===== src/hdl/tcr_pkg.sv =====
package tcr_pkg;

    localparam int TOUCH_POINTS = 2;
    localparam int FRAME_LEN    = 11;
    localparam int IN_DATA_W    = 64;
    localparam int OUT_DATA_W   = 16;
    localparam int CFG_IDX_W    = 1;

    // Register map
    localparam logic [7:0] ADDR_MODE      = 8'h00;
    localparam logic [7:0] ADDR_FRAME     = 8'h02;
    localparam logic [7:0] ADDR_FRAME_END = 8'h0C;
    localparam logic [7:0] ADDR_THRESHOLD = 8'h80;
    localparam logic [7:0] ADDR_PERIOD    = 8'h88;
    localparam logic [7:0] ADDR_FIRMWARE  = 8'hA6;
    localparam logic [7:0] ADDR_VENDOR    = 8'hA8;

    localparam logic [CFG_IDX_W-1:0] CFG_FIRMWARE = 1'b0;
    localparam logic [CFG_IDX_W-1:0] CFG_VENDOR   = 1'b1;

    localparam logic [7:0] RST_FIRMWARE  = 8'h01;
    localparam logic [7:0] RST_VENDOR    = 8'h11;
    localparam logic [7:0] RST_THRESHOLD = 8'd22;
    localparam logic [7:0] RST_PERIOD    = 8'd4;

    localparam logic [15:0] X_MAX       = 16'd799;
    localparam logic [15:0] Y_MAX       = 16'd479;
    localparam logic [7:0]  WEIGHT_CODE = 8'h40;

    localparam logic [7:0] ACT_DOWN = 8'd1;
    localparam logic [7:0] ACT_UP   = 8'd3;

    typedef enum logic [2:0] {
        FN_START_WR = 3'd0,
        FN_START_RD = 3'd1,
        FN_STOP     = 3'd2,
        FN_WRITE    = 3'd3,
        FN_READ     = 3'd4,
        FN_TOUCH    = 3'd5
    } t_func;

    typedef enum logic [1:0] {
        EV_DOWN    = 2'd0,
        EV_UP      = 2'd1,
        EV_CONTACT = 2'd2
    } t_event;

    typedef struct packed {
        logic [2:0]  func;
        logic [7:0]  bus_byte;
        logic [7:0]  touch_action;
        logic [15:0] touch_x;
        logic [15:0] touch_y;
        logic [7:0]  finger;
        logic        batch_last;
    } t_item;

    typedef logic [FRAME_LEN-1:0][7:0] t_frame;

endpackage


===== src/hdl/tcr_bus.sv =====
module tcr_bus import tcr_pkg::*; (
    input  logic                 i_clk,
    input  logic                 i_rst_n,
    input  logic                 i_cfg_we,
    input  logic [CFG_IDX_W-1:0] i_cfg_index,
    input  logic [7:0]           i_cfg_wdata,
    input  logic                 i_en,
    input  t_item                i_item,
    input  t_frame               i_frame,
    output logic [7:0]           o_read_byte,
    output logic                 o_release
);

    logic [7:0] r_ptr, n_ptr;
    logic       r_await, n_await;
    logic [7:0] r_mode, n_mode;
    logic [7:0] r_thr, n_thr;
    logic [7:0] r_per, n_per;
    logic [7:0] r_fw;
    logic [7:0] r_vendor;
    logic [7:0] reg_value;
    logic [7:0] ptr_off;

    assign ptr_off = r_ptr - ADDR_FRAME;

    always_comb begin
        reg_value = '0;
        if (r_ptr >= ADDR_FRAME && r_ptr <= ADDR_FRAME_END) begin
            reg_value = i_frame[ptr_off[3:0]];
        end else begin
            unique case (r_ptr)
                ADDR_MODE:      reg_value = r_mode;
                ADDR_THRESHOLD: reg_value = r_thr;
                ADDR_PERIOD:    reg_value = r_per;
                ADDR_FIRMWARE:  reg_value = r_fw;
                ADDR_VENDOR:    reg_value = r_vendor;
                default:        reg_value = '0;
            endcase
        end
    end

    always_comb begin
        n_ptr       = r_ptr;
        n_await     = r_await;
        n_mode      = r_mode;
        n_thr       = r_thr;
        n_per       = r_per;
        o_read_byte = '0;
        o_release   = 1'b0;
        if (i_en) begin
            unique case (i_item.func)
                FN_START_WR: n_await = 1'b1;
                FN_STOP:     o_release = (r_ptr == ADDR_FRAME);
                FN_WRITE: begin
                    if (r_await) begin
                        n_ptr   = i_item.bus_byte;
                        n_await = 1'b0;
                    end else begin
                        // unlisted addresses drop the data but still advance
                        if (r_ptr == ADDR_MODE)      n_mode = i_item.bus_byte;
                        if (r_ptr == ADDR_THRESHOLD) n_thr  = i_item.bus_byte;
                        if (r_ptr == ADDR_PERIOD)    n_per  = i_item.bus_byte;
                        n_ptr = r_ptr + 8'd1;
                    end
                end
                FN_READ: begin
                    o_read_byte = reg_value;
                    n_ptr       = r_ptr + 8'd1;
                end
                default: ;
            endcase
        end
    end

    always_ff @(posedge i_clk) begin
        if (!i_rst_n) begin
            r_ptr    <= '0;
            r_await  <= 1'b1;
            r_mode   <= '0;
            r_thr    <= RST_THRESHOLD;
            r_per    <= RST_PERIOD;
            r_fw     <= RST_FIRMWARE;
            r_vendor <= RST_VENDOR;
        end else begin
            r_ptr   <= n_ptr;
            r_await <= n_await;
            r_mode  <= n_mode;
            r_thr   <= n_thr;
            r_per   <= n_per;
            if (i_cfg_we && i_cfg_index == CFG_FIRMWARE) r_fw     <= i_cfg_wdata;
            if (i_cfg_we && i_cfg_index == CFG_VENDOR)   r_vendor <= i_cfg_wdata;
        end
    end

endmodule


===== src/hdl/tcr_touch.sv =====
module tcr_touch import tcr_pkg::*; (
    input  logic   i_clk,
    input  logic   i_rst_n,
    input  logic   i_en,
    input  t_item  i_item,
    output t_frame o_frame,
    output logic   o_rebuild
);

    logic [15:0] r_x [TOUCH_POINTS];
    logic [15:0] r_y [TOUCH_POINTS];
    logic [TOUCH_POINTS-1:0] r_down, r_touched;
    t_event      r_event [TOUCH_POINTS];
    t_frame      r_frame;

    logic [15:0] n_x [TOUCH_POINTS];
    logic [15:0] n_y [TOUCH_POINTS];
    logic [TOUCH_POINTS-1:0] n_down, n_touched;
    t_event      n_event [TOUCH_POINTS];
    t_frame      n_frame;
    logic        fid_ok;
    logic        fid;
    logic [3:0][7:0] slot0_bytes, slot1_bytes;
    t_event      ev0, ev1;

    // Four slot bytes of one finger with clamped coordinates.
    function automatic logic [3:0][7:0] slot_bytes(input logic [15:0] x, input logic [15:0] y,
                                                    input t_event ev, input logic f);
        logic [15:0] xc;
        logic [15:0] yc;
        xc = (x > X_MAX) ? X_MAX : x;
        yc = (y > Y_MAX) ? Y_MAX : y;
        slot_bytes[0] = {ev, 2'b00, xc[11:8]};
        slot_bytes[1] = xc[7:0];
        slot_bytes[2] = {3'b000, f, yc[11:8]};
        slot_bytes[3] = yc[7:0];
    endfunction

    assign fid_ok    = (i_item.finger[7:1] == '0);
    assign fid       = i_item.finger[0];
    assign o_rebuild = i_en && (i_item.func == FN_TOUCH) && i_item.batch_last;
    assign o_frame   = r_frame;

    always_comb begin
        for (int f = 0; f < TOUCH_POINTS; f++) begin
            n_x[f]     = r_x[f];
            n_y[f]     = r_y[f];
            n_event[f] = r_event[f];
        end
        n_down    = r_down;
        n_touched = r_touched;
        if (i_en && i_item.func == FN_TOUCH && fid_ok) begin
            n_touched[fid] = 1'b1;
            n_x[fid]       = i_item.touch_x;
            n_y[fid]       = i_item.touch_y;
            n_down[fid]    = (i_item.touch_action != ACT_UP);
            if (i_item.touch_action == ACT_DOWN)    n_event[fid] = EV_DOWN;
            else if (i_item.touch_action == ACT_UP) n_event[fid] = EV_UP;
            else                                    n_event[fid] = EV_CONTACT;
        end
    end

    // Frame from the contact state after this report
    always_comb begin
        ev0         = n_touched[0] ? n_event[0] : EV_CONTACT;
        ev1         = n_touched[1] ? n_event[1] : EV_CONTACT;
        slot0_bytes = slot_bytes(n_x[0], n_y[0], ev0, 1'b0);
        slot1_bytes = slot_bytes(n_x[1], n_y[1], ev1, 1'b1);
        n_frame     = '0;
        n_frame[0]  = {6'b0, 2'(n_down[0]) + 2'(n_down[1])};
        if (n_down[0]) begin
            n_frame[4:1] = slot0_bytes;
            n_frame[5]   = WEIGHT_CODE;
            if (n_down[1]) n_frame[10:7] = slot1_bytes;
        end else if (n_down[1]) begin
            n_frame[4:1] = slot1_bytes;
            n_frame[5]   = WEIGHT_CODE;
        end
    end

    always_ff @(posedge i_clk) begin
        if (!i_rst_n) begin
            for (int f = 0; f < TOUCH_POINTS; f++) begin
                r_x[f]     <= '0;
                r_y[f]     <= '0;
                r_event[f] <= EV_CONTACT;
            end
            r_down    <= '0;
            r_touched <= '0;
            r_frame   <= '0;
        end else begin
            for (int f = 0; f < TOUCH_POINTS; f++) begin
                r_x[f]     <= n_x[f];
                r_y[f]     <= n_y[f];
                r_event[f] <= o_rebuild ? EV_CONTACT : n_event[f];
            end
            r_down    <= n_down;
            r_touched <= o_rebuild ? '0 : n_touched;
            if (o_rebuild) r_frame <= n_frame;
        end
    end

endmodule


===== src/hdl/touch_controller_i2c_registers.sv =====
// Path: an input transfer is held in the input register, then its result in the
// result register, which drives the output.
// Throughput: one item per cycle while results drain; the input and result
// registers decouple the two sides, so a stalled result still lets one item in.
// Reset: synchronous, active low; clears both channels and the touch frame,
// sets the register map to its reset values, drives the interrupt line high.
module touch_controller_i2c_registers import tcr_pkg::*; (
    input  logic                  i_clk,
    input  logic                  i_rst_n,
    input  logic                  i_cfg_we,
    input  logic [CFG_IDX_W-1:0]  i_cfg_index,
    input  logic [7:0]            i_cfg_wdata,
    input  logic                  s_axis_tvalid,
    output logic                  s_axis_tready,
    // [2:0] func, [10:3] bus_byte, [18:11] touch_action, [34:19] touch_x,
    // [50:35] touch_y, [58:51] finger, [63:59] zero
    input  logic [IN_DATA_W-1:0]  s_axis_tdata,
    input  logic                  s_axis_tlast,
    output logic                  m_axis_tvalid,
    input  logic                  m_axis_tready,
    // [7:0] read_byte, [8] int_level, [15:9] zero
    output logic [OUT_DATA_W-1:0] m_axis_tdata
);

    logic       r_in_valid;
    t_item      r_item;
    logic       r_out_valid;
    logic [7:0] r_out_byte;
    logic       r_out_int;
    logic       r_int, n_int;
    logic       advance;
    logic       in_xfer;
    t_frame     frame;
    logic [7:0] read_byte;
    logic       release_int;
    logic       rebuild;

    assign advance       = r_in_valid && (!r_out_valid || m_axis_tready);
    assign s_axis_tready = !r_in_valid || advance;
    assign in_xfer       = s_axis_tvalid && s_axis_tready;

    tcr_bus u_bus (
        .i_clk       (i_clk),
        .i_rst_n     (i_rst_n),
        .i_cfg_we    (i_cfg_we),
        .i_cfg_index (i_cfg_index),
        .i_cfg_wdata (i_cfg_wdata),
        .i_en        (advance),
        .i_item      (r_item),
        .i_frame     (frame),
        .o_read_byte (read_byte),
        .o_release   (release_int)
    );

    tcr_touch u_touch (
        .i_clk     (i_clk),
        .i_rst_n   (i_rst_n),
        .i_en      (advance),
        .i_item    (r_item),
        .o_frame   (frame),
        .o_rebuild (rebuild)
    );

    always_comb begin
        n_int = r_int;
        if (rebuild)          n_int = 1'b0;
        else if (release_int) n_int = 1'b1;
    end

    always_ff @(posedge i_clk) begin
        if (!i_rst_n) begin
            r_in_valid  <= 1'b0;
            r_out_valid <= 1'b0;
            r_int       <= 1'b1;
        end else begin
            r_int <= n_int;
            if (in_xfer)      r_in_valid <= 1'b1;
            else if (advance) r_in_valid <= 1'b0;
            if (advance)            r_out_valid <= 1'b1;
            else if (m_axis_tready) r_out_valid <= 1'b0;
        end
    end

    // Payload registers
    always_ff @(posedge i_clk) begin
        if (in_xfer) begin
            r_item.func         <= s_axis_tdata[2:0];
            r_item.bus_byte     <= s_axis_tdata[10:3];
            r_item.touch_action <= s_axis_tdata[18:11];
            r_item.touch_x      <= s_axis_tdata[34:19];
            r_item.touch_y      <= s_axis_tdata[50:35];
            r_item.finger       <= s_axis_tdata[58:51];
            r_item.batch_last   <= s_axis_tlast;
        end
        if (advance) begin
            r_out_byte <= read_byte;
            r_out_int  <= n_int;
        end
    end

    assign m_axis_tvalid = r_out_valid;
    assign m_axis_tdata  = {7'b0, r_out_int, r_out_byte};

endmodule


===== config.mk =====
export PLATFORM = sky130hd
export DESIGN_NAME = touch_controller_i2c_registers
export DESIGN_NICKNAME = d
export VERILOG_FILES = /design/src/hdl/tcr_pkg.sv /design/src/hdl/tcr_bus.sv /design/src/hdl/tcr_touch.sv /design/src/hdl/touch_controller_i2c_registers.sv
export SDC_FILE = /design/constraint.sdc
export NUM_CORES = 1
export LEC_CHECK = 0
export BUFFER_PORTS_ARGS = -buffer_cell sky130_fd_sc_hd__buf_2
export CAP_MARGIN = 20
export CORE_MARGIN = 1
export CORE_UTILIZATION = 50
export DETAILED_ROUTE_END_ITERATION = 7
export PLACE_DENSITY = 0.79
export SETUP_SLACK_MARGIN = 0.05
export SYNTH_ARGS = -nofsm -noshare
export SYNTH_HDL_FRONTEND = slang
export SYNTH_SLANG_ARGS = --single-unit

===== constraint.sdc =====
create_clock -name i_clk -period 3.41 [get_ports i_clk]
set_clock_uncertainty 0.1 [all_clocks]
set_input_delay 1.023 -clock i_clk [delete_from_list [all_inputs] [get_ports i_clk]]
set_output_delay 1.023 -clock i_clk [all_outputs]
set_load 0.005 [all_outputs]

Word level (Yosys, flattened, before mapping) --
Memories as Yosys holds them, arrays and structs flattened. Index checks and enable logic that the tools add are counted.
Storage, ports and cells: RAM bits 68, logic and storage cells 157, bits in read-only memories 0, memories 3, bits in latches 0, bits of input ports 79, flip-flop bits (word level) 199
Operators by class: div/mod/pow operators 0, bitwise logic cells 19, $lt $le $gt $ge 11, mux-type cells 51, add/sub/neg operators 3, $mul 0, shifts and indexed selects 0, eq/ne operators 12, reduce and logical (&&, ||, !) cells 27
Memories:
- u_touch.r_x | depth 2, width 16, rd ports 2, clocked after Yosys merged registers in 0, write ports 2, line tcr_touch.sv:10 | logic [15:0] r_x [TOUCH_POINTS];
- u_touch.r_y | depth 2, width 16, rd ports 2, clocked after Yosys merged registers in 0, write ports 2, line tcr_touch.sv:11 | logic [15:0] r_y [TOUCH_POINTS];
- u_touch.r_event | depth 2, width 2, rd ports 2, clocked after Yosys merged registers in 0, write ports 2, line tcr_touch.sv:13 | t_event r_event [TOUCH_POINTS];
Operator list (number):
- 32-bit two-way mux | 4
- 16-bit two-way mux | 5
- 32-bit bitwise mux | 2
- 12-bit two-way mux | 4
- 40-bit two-way mux | 1
- 8-bit case mux with 5 select lines | 1
- 39-bit two-way mux | 1
- 8-bit binary-select mux with 4-bit select | 1
- 8-bit equality test (second input constant) | 4
- 16-bit by 10-bit > comparator with 1-bit output (second input constant) | 2
- 16-bit by 9-bit > comparator with 1-bit output (second input constant) | 2
- 8-bit two-way mux | 3
- 2-bit two-way mux | 9
- 16-bit demux with 1-bit select | 1
- 8-bit by 2-bit equality test with 1-bit output (second input constant) | 2
- 8-bit case mux with 2 select lines | 1
- 4-bit two-way mux | 3
- 4-bit AND reduction | 3
- 1-bit two-way mux | 11
- 1-bit logical AND | 10
- 8-bit by 1-bit adder with 8-bit output (second input constant) | 1
- 8-bit by 1-bit equality test with 1-bit output (second input constant) | 1
- 8-bit by 2-bit greater-or-equal comparator with 1-bit output (second input constant) | 1
- 8-bit by 4-bit less-or-equal comparator with 1-bit output (second input constant) | 1
- other kinds (30) | 49

Logic depth before layout (Yosys ltp) --
Gate-level depths: netlist of run 1.
depth in word-level cells 13, gate-level depth with buffers 9

Hierarchy --
From an unflattened synthesis of run 1, not the netlist that was laid out.
Unflattened totals: cell total of the unflattened synthesis 1193, area total of the unflattened synthesis 11294.6 um2
Modules (own cells, without submodules):
- tcr_touch | cells an instance 670, sequential area each 2562.5 um2, area an instance 5577.8 um2, times used 1
- tcr_bus | cells an instance 432, sequential area each 980.9 um2, area an instance 3454.6 um2, times used 1
- touch_controller_i2c_registers | cells an instance 91, sequential area each 2132.0 um2, area an instance 2262.2 um2, times used 1

Worst setup path after synthesis of run 1 --
No wires, ideal clock.
kind in2reg, start in m_axis_tready, end reg r_item[0] (netlist name), enable pin, arrival 2.657 ns, stages 3, path slack 0.229 ns, path buffers 0, cell sequence nor2b_1 -> nand2_1 -> and2_1
On the way: word-level cells in the longest chain between the ends 4
RTL lines:
- from (decl) | line touch_controller_i2c_registers.sv:20 | input logic m_axis_tready,
- 1-bit logical OR | line touch_controller_i2c_registers.sv:38 | assign advance = r_in_valid && (!r_out_valid || m_axis_tready);
- 1-bit logical AND | line touch_controller_i2c_registers.sv:38
- 1-bit logical OR | line touch_controller_i2c_registers.sv:39 | assign s_axis_tready = !r_in_valid || advance;
- net s_axis_tready | line touch_controller_i2c_registers.sv:14 | output logic s_axis_tready,
- 1-bit logical AND | line touch_controller_i2c_registers.sv:40 | assign in_xfer = s_axis_tvalid && s_axis_tready;
- net in_xfer | line touch_controller_i2c_registers.sv:32 | logic in_xfer;
- to (decl) | line touch_controller_i2c_registers.sv:26 | t_item r_item;
The timed path passes the listed nets, and every way through them passes these cells. A chain may end at the register's enable or synchronous reset.

Worst setup path in the final report of run 1 --
start reg r_item[4] (netlist name), end reg u_touch.r_frame, in the netlist u_touch.o_frame[35]
On the way: word-level cells in the longest chain between the ends 7, elaborated cells on any way between the ends 10, those cells by class 2 x order compare; 6 x mux; 2 x reduce/logical
RTL lines:
- 7-bit logical NOT * | line tcr_touch.sv:39 | assign fid_ok = (i_item.finger[7:1] == '0);
- 1-bit logical AND * | line tcr_touch.sv:52 | if (i_en && i_item.func == FN_TOUCH && fid_ok) begin
- 32-bit two-way mux | line tcr_touch.sv:52
- 16-bit by 9-bit > comparator with 1-bit output | line tcr_touch.sv:32 | yc = (y > Y_MAX) ? Y_MAX : y;
- 12-bit two-way mux | line tcr_touch.sv:32
- 39-bit two-way mux | line tcr_touch.sv:75 | end else if (n_down[1]) begin
- 40-bit two-way mux * | line tcr_touch.sv:71 | if (n_down[0]) begin
- to (signal assigned) | line tcr_touch.sv:99 | if (o_rebuild) r_frame <= n_frame;
- to (decl) | line tcr_touch.sv:14 | t_frame r_frame;
Every way passes the cells marked *; elsewhere a longest branch is shown, timed or not.

==> qor.yml, run 1 <==
detailed_routing:
  vias_per_cell: 5.70
  drtAntennaViolNets: 0
  dr.pass1.iters: 6
  num_vias: 8208
  drc: 0
  wirelength_um: 24100
  avgRoutedWirePerCell_um: 16.7
  drtIter0Drc: 657
place:
  gp_congestion: 0.899
  io_buffers: 84
  dp_hpwl_um: 16600
cells_and_area:
  area_delta_synth_final_pct: 15.0
  diodes: 0
  drive_gt1_share_pct: 15.6
  nets: 1238
  final_util_pct: 59.3
logic_synthesis:
  synth_area_per_cell_um2: 9.83
  yosysTopAreaCell: "dfxtp_1"
  synthSimpleGateAreaFrac_pct: 18.4
  synthMuxAreaShare_pct: 5.53
  synthCells: 1075
  synthTopCellsByCount: "228 x nand2_1, 180 x dfxtp_1, 77 x a21boi_0, 69 x edfxtp_1, 53 x clkbuf_1"
  synth_compound_area_share_pct: 17.8
  yosys.area.top_type_share_pct: 34.1
  synth_area_leaders: "dfxtp_1 34%, edfxtp_1 20%, nand2_1 8.1%, a21boi_0 5.5%, mux2i_1 3.5%"
  synth_xor_area_share_pct: 0.0829
  synth_edf_count: 69
  synth.most_common_cell: "nand2_1"
  syn_area_mm2: 0.0106
  yosysWarnings: 0
  async_reset_ff_share_pct: 0
  ys.flop_type: "dfxtp_1"
  synthDistinctLibCells: 67
  ys_ff_latch: 249
  synth_top_family_by_area: "simple AND/OR/NAND/NOR gates"
  synth-adder-area-share_pct: 1.18
  seq_area_frac_synth_pct: 53.7
power_and_ir_drop:
  p_per_area_mw_per_mm2: 517
  p_total_mw: 6.28
  leakagePower_nw: 4.45
  vdd_ir_drop_max_v: 0.000447
sta:
  hold_viol: 0
  post-route-min-period_ns: 3.06
  holdWs_ns: 0.356
  rsz0062_at_grt: "no"
  slew_headroom_pct: 55.2
  drv_slew: 0
  clock.fmax_ghz: 0.327
  setup_tns_ns: 0
  finalSetupViolCount: 0
  finalCritPeriodShare_pct: 89.8
  worst_pin_slew_ns: 0.671
global_route:
  grt_overflow: 0
  grt_use_total_pct: 21.9
  grt_pass1_vias: 7660
  antenna_found_initial: 0
  grt_max_degree: 81
  grt_pass1_wl_um: 38800
floorplan:
  pin_count: 97
  rows: 52
  die_w_um: 147
  start_util_pct: 51.6
  dieHeight_um: 147
  die_area_mm2: 0.0217
  core_mm2: 0.0205
hold_path:
  min_path_cells: 2
  hold_start: "u_touch.r_event[0][2]$_SDFF_PP0_"
  worstHoldPathType: "flop to flop"
setup_path:
  critical_path_class: "flop to flop"
  max_stage_delay_ns: 0.56
  crit_path_start: "r_item[4]$_DFFE_PP_"
  endpoint_kind: "flop"
  crit_buf_inv: 2
  path_delay_family: "simple AND/OR/NAND/NOR gates"
  crit_chain: "nor4_1 -> nor4b_2 -> and3_1 -> buf_4 -> nor3_1 -> a22oi_2 -> buf_4 -> o2111ai_1"
  cp.arrival_ns: 3.36
  reg2reg_depth: 8
  r2r_start: "r_item[4]$_DFFE_PP_"
  cp_max_fo: 22
  crit_slowest_cell: "nor4_1"
  cp-start-kind: "flop"
  cp_num_cells: 8
  required_ns: 3.71
  path_common_cell: "buf_4"
cts:
  cts.clk_slew.worst_paths_ns: 0.06
  cts_tree: "built"
  clockBufferDepth: 3
  ctsHoldBuffers: 0
  tritoncts_num_sinks: 249
  postCtsSetupBuffers: 0
  cts_resized: 0
  clkLatencyLatePin_ns: 0.54
  cts_made_buffers: 26
  root_buffer: "clkbuf_16"
  cts_htree_levels: 1
run:
  maxCapViolCount: 0
outcome:
  status: "finished clean"
-- through the flow --
stage	setup WS (ns)	cells	cell area [um2]
final	0.349	1439	12200
after global routing	0.205	1439	12200
after CTS	0.412	1439	12200
after detailed placement	0.257	1391	11300
after global placement	0.330	1391	11300
after floorplan	0.229	1081	10600
-- sequential cells by signal, summed over array words and instances, names as in the netlist, 2 cells and up --
register	flops
u_touch.o_frame	56
r_item	60
u_bus.r_vendor	8
u_touch.r_event	4
u_bus.r_mode	8
u_touch.r_touched	2
u_bus.r_fw	8
u_bus.r_per	8
u_bus.r_thr	8
u_touch.r_x	32
u_bus.r_ptr	8
u_touch.r_y	32
u_touch.r_down	2
r_out_byte	8
-- final timing paths --
| kind | endpoint | slack (ns) |
|---|---|---|
| min | u_touch.r_event[0][2]$_SDFF_PP0_ | 0.36 |
| min reg2reg | u_touch.r_event[0][2]$_SDFF_PP0_ | 0.36 |
| max reg2reg | u_touch.o_frame[35]$_SDFFE_PN0P_ | 0.35 |
| max | u_touch.o_frame[35]$_SDFFE_PN0P_ | 0.35 |
-- cell type report --
| cell class | count | area (um2) |
|---|---|---|
| timing repair buffer | 113 | 651 |
| tap | 270 | 338 |
| inverter | 10 | 37.5 |
| sequential | 249 | 5680 |
| multi-input combinational | 749 | 4570 |
| clock buffer | 37 | 743 |
| clock inverter | 11 | 144 |
| fill | 1749 | 8340 |
-- logic make-up (layout without fill, tap and decap cells) --
family	count (synthesis)	count (layout)
adder cells (fa/ha/maj)	10	10
AO/OA/AOI/OAI	267	267
flip-flops	249	249
buffers and inverters	83	171
XOR/XNOR	1	1
multiplexers	54	54
AND/OR/NAND/NOR	410	410
other	1	7
-- power breakdown --
| part | internal [mW] | leakage [nW] | switching (mW) |
|---|---|---|---|
| Clock | 1.75 | 0.435 | 1.14 |
| Combinational | 0.0968 | 1.89 | 0.140 |
| Sequential | 3.11 | 2.12 | 0.0529 |
-- per-layer routing --
| layer | up-vias | part of all wire (%) | global-route usage (%) |
|---|---|---|---|
| li1 | 4014 | - | - |
| met1 | 3856 | 43 | 29.0 |
| met3 | 43 | 5.7 | 2.96 |
| met5 | - | 0 | 0 |
| met2 | 295 | 48 | 37.6 |
| met4 | 0 | 2.5 | 6.34 |
-- cell usage in the layout, fill, tap and decap left out, types with 9 or more instances in the layout --
| cell type | count |
|---|---|
| mux2_2 | 15 |
| o22ai_1 | 19 |
| mux2i_1 | 37 |
| and2_1 | 20 |
| buf_2 | 84 |
| a21boi_0 | 77 |
| nand2_1 | 228 |
| nor4_1 | 13 |
| inv_1 | 10 |
| a22oi_1 | 30 |
| nor3_1 | 9 |
| and3_1 | 21 |
| nor2_1 | 38 |
| a21oi_1 | 22 |
| o21ai_0 | 48 |
| buf_4 | 28 |
| edfxtp_1 | 69 |
| dfxtp_1 | 180 |
| clkbuf_16 | 27 |
| nand3_1 | 18 |
| ha_1 | 10 |
| o2111ai_1 | 15 |
| nor2b_1 | 33 |
-- worst min-delay path, stage by stage (launching register included) --
cell	delay, ns
dfxtp_1	0.31
nand2_1	0.05
a21oi_1	0.05
(Power assumes the default switching activity.)
==> run 2, diff against run 1 <==
--- a/config.mk
+++ b/config.mk
@@ -8,9 +8,9 @@
 export BUFFER_PORTS_ARGS = -buffer_cell sky130_fd_sc_hd__buf_2
 export CAP_MARGIN = 20
 export CORE_MARGIN = 1
-export CORE_UTILIZATION = 50
+export CORE_UTILIZATION = 37
 export DETAILED_ROUTE_END_ITERATION = 7
-export PLACE_DENSITY = 0.79
+export PLACE_DENSITY = 0.64
 export SETUP_SLACK_MARGIN = 0.05
 export SYNTH_ARGS = -nofsm -noshare
 export SYNTH_HDL_FRONTEND = slang
==> qor.yml, run 2 (synthesis gave the netlist of run 1 again) <==
floorplan:
  die_area_mm2: 0.0292
  pin_count: 97
  rows: 61
  start_util_pct: 37.8
  die_w_um: 171
  core_mm2: 0.0279
  dieHeight_um: 171
cells_and_area:
  largest_reg_flops: 60
  drive_gt1_share_pct: 15.4
  fillCellCount: 2758
  area_delta_synth_final_pct: 15.8
  multi_input_comb_area_mm2: 0.00457
  ff_latch_area_mm2: 0.00568
  top_register: "r_item"
  final_cell_mix: "228 x nand2_1, 180 x dfxtp_1, 84 x buf_2, 77 x a21boi_0, 69 x edfxtp_1"
  finalNonFillerCells: 1549
  nets: 1241
  final_area_mm2: 0.0122
  diodes: 0
  layout_commonest_cell: "nand2_1"
power_and_ir_drop:
  leakagePower_nw: 4.42
  p_sw_mw: 1.34
  swShare_pct: 22.0
  pwr-share-clk_pct: 44.1
  vdd_ir_drop_max_v: 0.000344
  p_seq_share_pct: 52.0
  p_int_mw: 4.75
  p_per_area_mw_per_mm2: 497
  combPwrFrac_pct: 3.9
cts:
  cts.clk_slew.worst_paths_ns: 0.06
  postCtsSetupBuffers: 0
  cts_made_buffers: 27
  clockBufferDepth: 3
  cts_htree_levels: 1
  root_buffer: "clkbuf_16"
  cts_tree: "built"
  tritoncts_num_sinks: 249
  clkLatencyLatePin_ns: 0.54
  cts_resized: 0
  ctsHoldBuffers: 0
detailed_routing:
  wirelength_um: 25100
  num_vias: 8112
  avgRoutedWirePerCell_um: 16.2
  dr.pass1.iters: 5
  drtAntennaViolNets: 0
  drtIter0Drc: 393
  drc: 0
  vias_per_cell: 5.24
sta:
  finalCritPeriodShare_pct: 86.7
  holdWs_ns: 0.357
  rsz0062_at_grt: "no"
  worst_pin_slew_ns: 0.697
  hold_viol: 0
  clock.fmax_ghz: 0.338
  finalSetupViolCount: 0
  post-route-min-period_ns: 2.96
  setup_tns_ns: 0
  drv_slew: 0
  slew_headroom_pct: 53.5
place:
  gp_congestion: 0.850
  dpl-instance-area_mm2: 0.0114
  dp.cells: 1501
  dp_hpwl_um: 17700
  io_buffers: 84
setup_path:
  cp-start-kind: "input pin"
  critical_path_class: "input pin to output pin"
  required_ns: 2.29
  endpoint_kind: "output pin"
  path_common_cell: "buf_2"
  max_stage_delay_ns: 0.43
  cp_max_fo: 6
  crit_chain: "buf_2 -> nor2b_1 -> nand2_1 -> buf_2"
  cp.arrival_ns: 1.83
  crit_slowest_cell: "nor2b_1"
hold_path:
  worstHoldPathType: "flop to flop"
global_route:
  grt_use_total_pct: 17.2
  grt_max_degree: 83
  grt_pass1_vias: 7700
  grt_pass1_wl_um: 40000
  antenna_found_initial: 0
  grt_overflow: 0
outcome:
  status: "finished clean"
run:
  maxCapViolCount: 0
## run 2: changes by cell type in the layout (fill, tap and decap cells not counted), sizes merged
cell    previous run  this run
clkbuf            37        41
bufinv             3         0
buf              113       115
clkinv             7         5
inv               10        11
## run 2: final timing paths
path,startpoint,end,slack (ns),cells past startpoint
worst max-delay path,m_axis_tready,s_axis_tready,0.45,4
worst min-delay path,u_touch.o_frame[86]$_SDFFE_PN0P_,u_touch.o_frame[86]$_SDFFE_PN0P_,0.36,2
worst max register to register,r_item[4]$_DFFE_PP_,u_touch.o_frame[34]$_SDFFE_PN0P_,0.52,8
worst min register to register,u_touch.o_frame[86]$_SDFFE_PN0P_,u_touch.o_frame[86]$_SDFFE_PN0P_,0.36,2
## run 2: metal layers
metal / vias up / routed length (um) / track usage, %
met5: - / 0 / 0
met4: 0 / 726 / 5.94
met3: 62 / 1060 / 2.15
met2: 190 / 11900 / 28.4
met1: 3852 / 11500 / 23.0
li1: 4008 / - / -
## run 2: layout make-up
type / count / share of cell area (%)
clock buffers: 41 / 6.28
clock inverters: 7 / 0.307
inverters: 10 / 0.307
multi-input cells: 749 / 37.3
flip-flops and latches: 249 / 46.4
well taps: 378 / 3.87
repair buffers: 115 / 5.54
## run 2: critical path, delay by kind of cell
kind	cells	cell delay (ns)
buffers and inverters	2	0.25
AND/OR/NAND/NOR	2	0.56
## run 2: power by group through the flow
stage	Clock (mW)	Combinational [mW]	Sequential, mW
2_1_floorplan	0	0.151	3.20
3_3_place_gp	0	0.234	3.22
3_5_place_dp	0	0.239	3.23
4_1_cts	2.75	0.239	3.16
5_1_grt	2.87	0.262	3.17
6_report	2.68	0.237	3.16
## run 2: metrics by stage
stage	worst slack [ns]	utilization [%]	power, mW
finish	0.454	43.8	6.08
global route	0.284	43.8	6.30
CTS	0.418	43.8	6.16
detailed placement	0.293	40.9	3.46
global placement	0.316	40.9	3.46
floorplan	0.229	-	3.35
==> run 3, diff against run 2 <==
--- a/config.mk
+++ b/config.mk
@@ -7,6 +7,7 @@
 export LEC_CHECK = 0
 export BUFFER_PORTS_ARGS = -buffer_cell sky130_fd_sc_hd__buf_2
 export CAP_MARGIN = 20
+export CORE_ASPECT_RATIO = 0.5
 export CORE_MARGIN = 1
 export CORE_UTILIZATION = 37
 export DETAILED_ROUTE_END_ITERATION = 7
==> qor.yml, run 3 (synthesis gave the netlist of run 1 again) <==
outcome:
  status: "finished clean"
cts:
  postCtsSetupBuffers: 0
  root_buffer: "clkbuf_16"
  cts_tree: "built"
  cts_resized: 0
  cts_made_buffers: 24
  cts.clk_slew.worst_paths_ns: 0.07
  tritoncts_num_sinks: 249
  clockBufferDepth: 3
  cts_htree_levels: 1
  ctsHoldBuffers: 0
  clkLatencyLatePin_ns: 0.54
cells_and_area:
  layout_commonest_cell: "nand2_1"
  final_area_mm2: 0.0122
  top_register: "r_item"
  largest_reg_flops: 60
  fillCellCount: 2713
  drive_gt1_share_pct: 15.5
  final_cell_mix: "228 x nand2_1, 180 x dfxtp_1, 84 x buf_2, 77 x a21boi_0, 69 x edfxtp_1"
  nets: 1241
  area_delta_synth_final_pct: 15.4
  diodes: 0
  finalNonFillerCells: 1552
place:
  io_buffers: 84
  dp.cells: 1508
  pre_cts_ws_ns: 0.206
  dp_hpwl_um: 18600
  dpl-instance-area_mm2: 0.0114
  gp_congestion: 0.904
detailed_routing:
  wirelength_um: 26300
  dr.pass1.iters: 6
  drtIter0Drc: 610
  avgRoutedWirePerCell_um: 17.0
  num_vias: 8224
  vias_per_cell: 5.30
  drtAntennaViolNets: 0
  drc: 0
floorplan:
  start_util_pct: 37.9
  die_w_um: 241
  pin_count: 97
  rows: 43
  core_mm2: 0.0279
  die_area_mm2: 0.0293
  dieHeight_um: 122
sta:
  finalSetupViolCount: 0
  clock.fmax_ghz: 0.329
  post-route-min-period_ns: 3.04
  slew_headroom_pct: 33.3
  setup_tns_ns: 0
  finalCritPeriodShare_pct: 89.1
  rsz0062_at_grt: "no"
  finalWorstSetupSlack_ns: 0.371
  worst_pin_slew_ns: 1.00
  drv_slew: 0
  hold_viol: 0
setup_path:
  critical_path_class: "flop to flop"
  cp_max_fo: 19
  required_ns: 3.68
  endpoint_kind: "flop"
  cp.arrival_ns: 3.31
  cp-start-kind: "flop"
power_and_ir_drop:
  combPwrFrac_pct: 4.0
  p_int_mw: 4.66
  p_seq_share_pct: 52.8
  leakagePower_nw: 4.41
  pwr-share-clk_pct: 43.2
  p_per_area_mw_per_mm2: 491
  p_sw_mw: 1.33
  vdd_ir_drop_max_v: 0.000412
  swShare_pct: 22.1
global_route:
  grt_pass1_wl_um: 41500
  grt_overflow: 0
  antenna_found_initial: 0
  grt_pass1_vias: 7871
  grt_max_degree: 87
  grt_use_total_pct: 17.8
hold_path:
  worstHoldPathType: "flop to flop"
run:
  maxCapViolCount: 0
## run 3: cell types whose count changed in the layout (fill, tap and decap cells not counted), sizes merged
cell      delta
buf          +3
clkinv       +2
bufinv       +2
clkinvlp     +1
clkbuf       -9
## run 3: final cells by class
type                            count  area, um2  share of cell area (%)
Clock inverter                     12        126                    1.04
Timing Repair Buffer              118        688                    5.64
Sequential cell                   249       5680                    46.5
Multi-Input combinational cell    749       4570                    37.4
Tap cell                          382        478                    3.92
Inverter                           10       37.5                   0.308
Clock buffer                       32        631                    5.17
## run 3: power groups by stage
stage / sequential, mW / clock [mW] / combinational (mW)
after global routing: 3.17 / 2.75 / 0.263
final: 3.16 / 2.59 / 0.237
after floorplan: 3.20 / 0 / 0.151
after global placement: 3.23 / 0 / 0.230
after detailed placement: 3.23 / 0 / 0.238
after CTS: 3.16 / 2.64 / 0.239
## run 3: per-layer routing
layer	wire length, um	GRT usage (%)	vias up
met2	12000	28.9	248
met5	0	0	-
met1	12300	24.7	3931
met3	1460	2.89	44
met4	502	4.35	0
li1	-	-	4001
## run 3: final timing paths
check / startpoint / to / slack (ns) / cells after the start
worst min-delay path: u_touch.o_frame[56]$_SDFFE_PN0P_ / u_touch.o_frame[56]$_SDFFE_PN0P_ / 0.36 / 2
worst max-delay path: r_item[1]$_DFFE_PP_ / u_touch.o_frame[9]$_SDFFE_PN0P_ / 0.37 / 6
worst max register to register: r_item[1]$_DFFE_PP_ / u_touch.o_frame[9]$_SDFFE_PN0P_ / 0.37 / 6
worst min register to register: u_touch.o_frame[56]$_SDFFE_PN0P_ / u_touch.o_frame[56]$_SDFFE_PN0P_ / 0.36 / 2
## run 3: worst max-delay path, stage by stage (launching register included)
cell and delay [ns]:
edfxtp_1 0.54, nor4_1 0.66, nand2_1 0.26, nor2_2 0.22, nor3_1 0.08, a22oi_2 0.77
o2111ai_1 0.25
## run 3: stage by stage
| step | hold slack [ns] | utilization, % | power (mW) |
|---|---|---|---|
| detailed placement | 0.346 | 41.1 | 3.47 |
| CTS | 0.361 | 43.8 | 6.04 |
| global placement | 0.337 | 41.1 | 3.46 |
| global route | 0.380 | 43.8 | 6.18 |
| floorplan | 0.320 | - | 3.35 |
| finish | 0.359 | 43.8 | 5.99 |
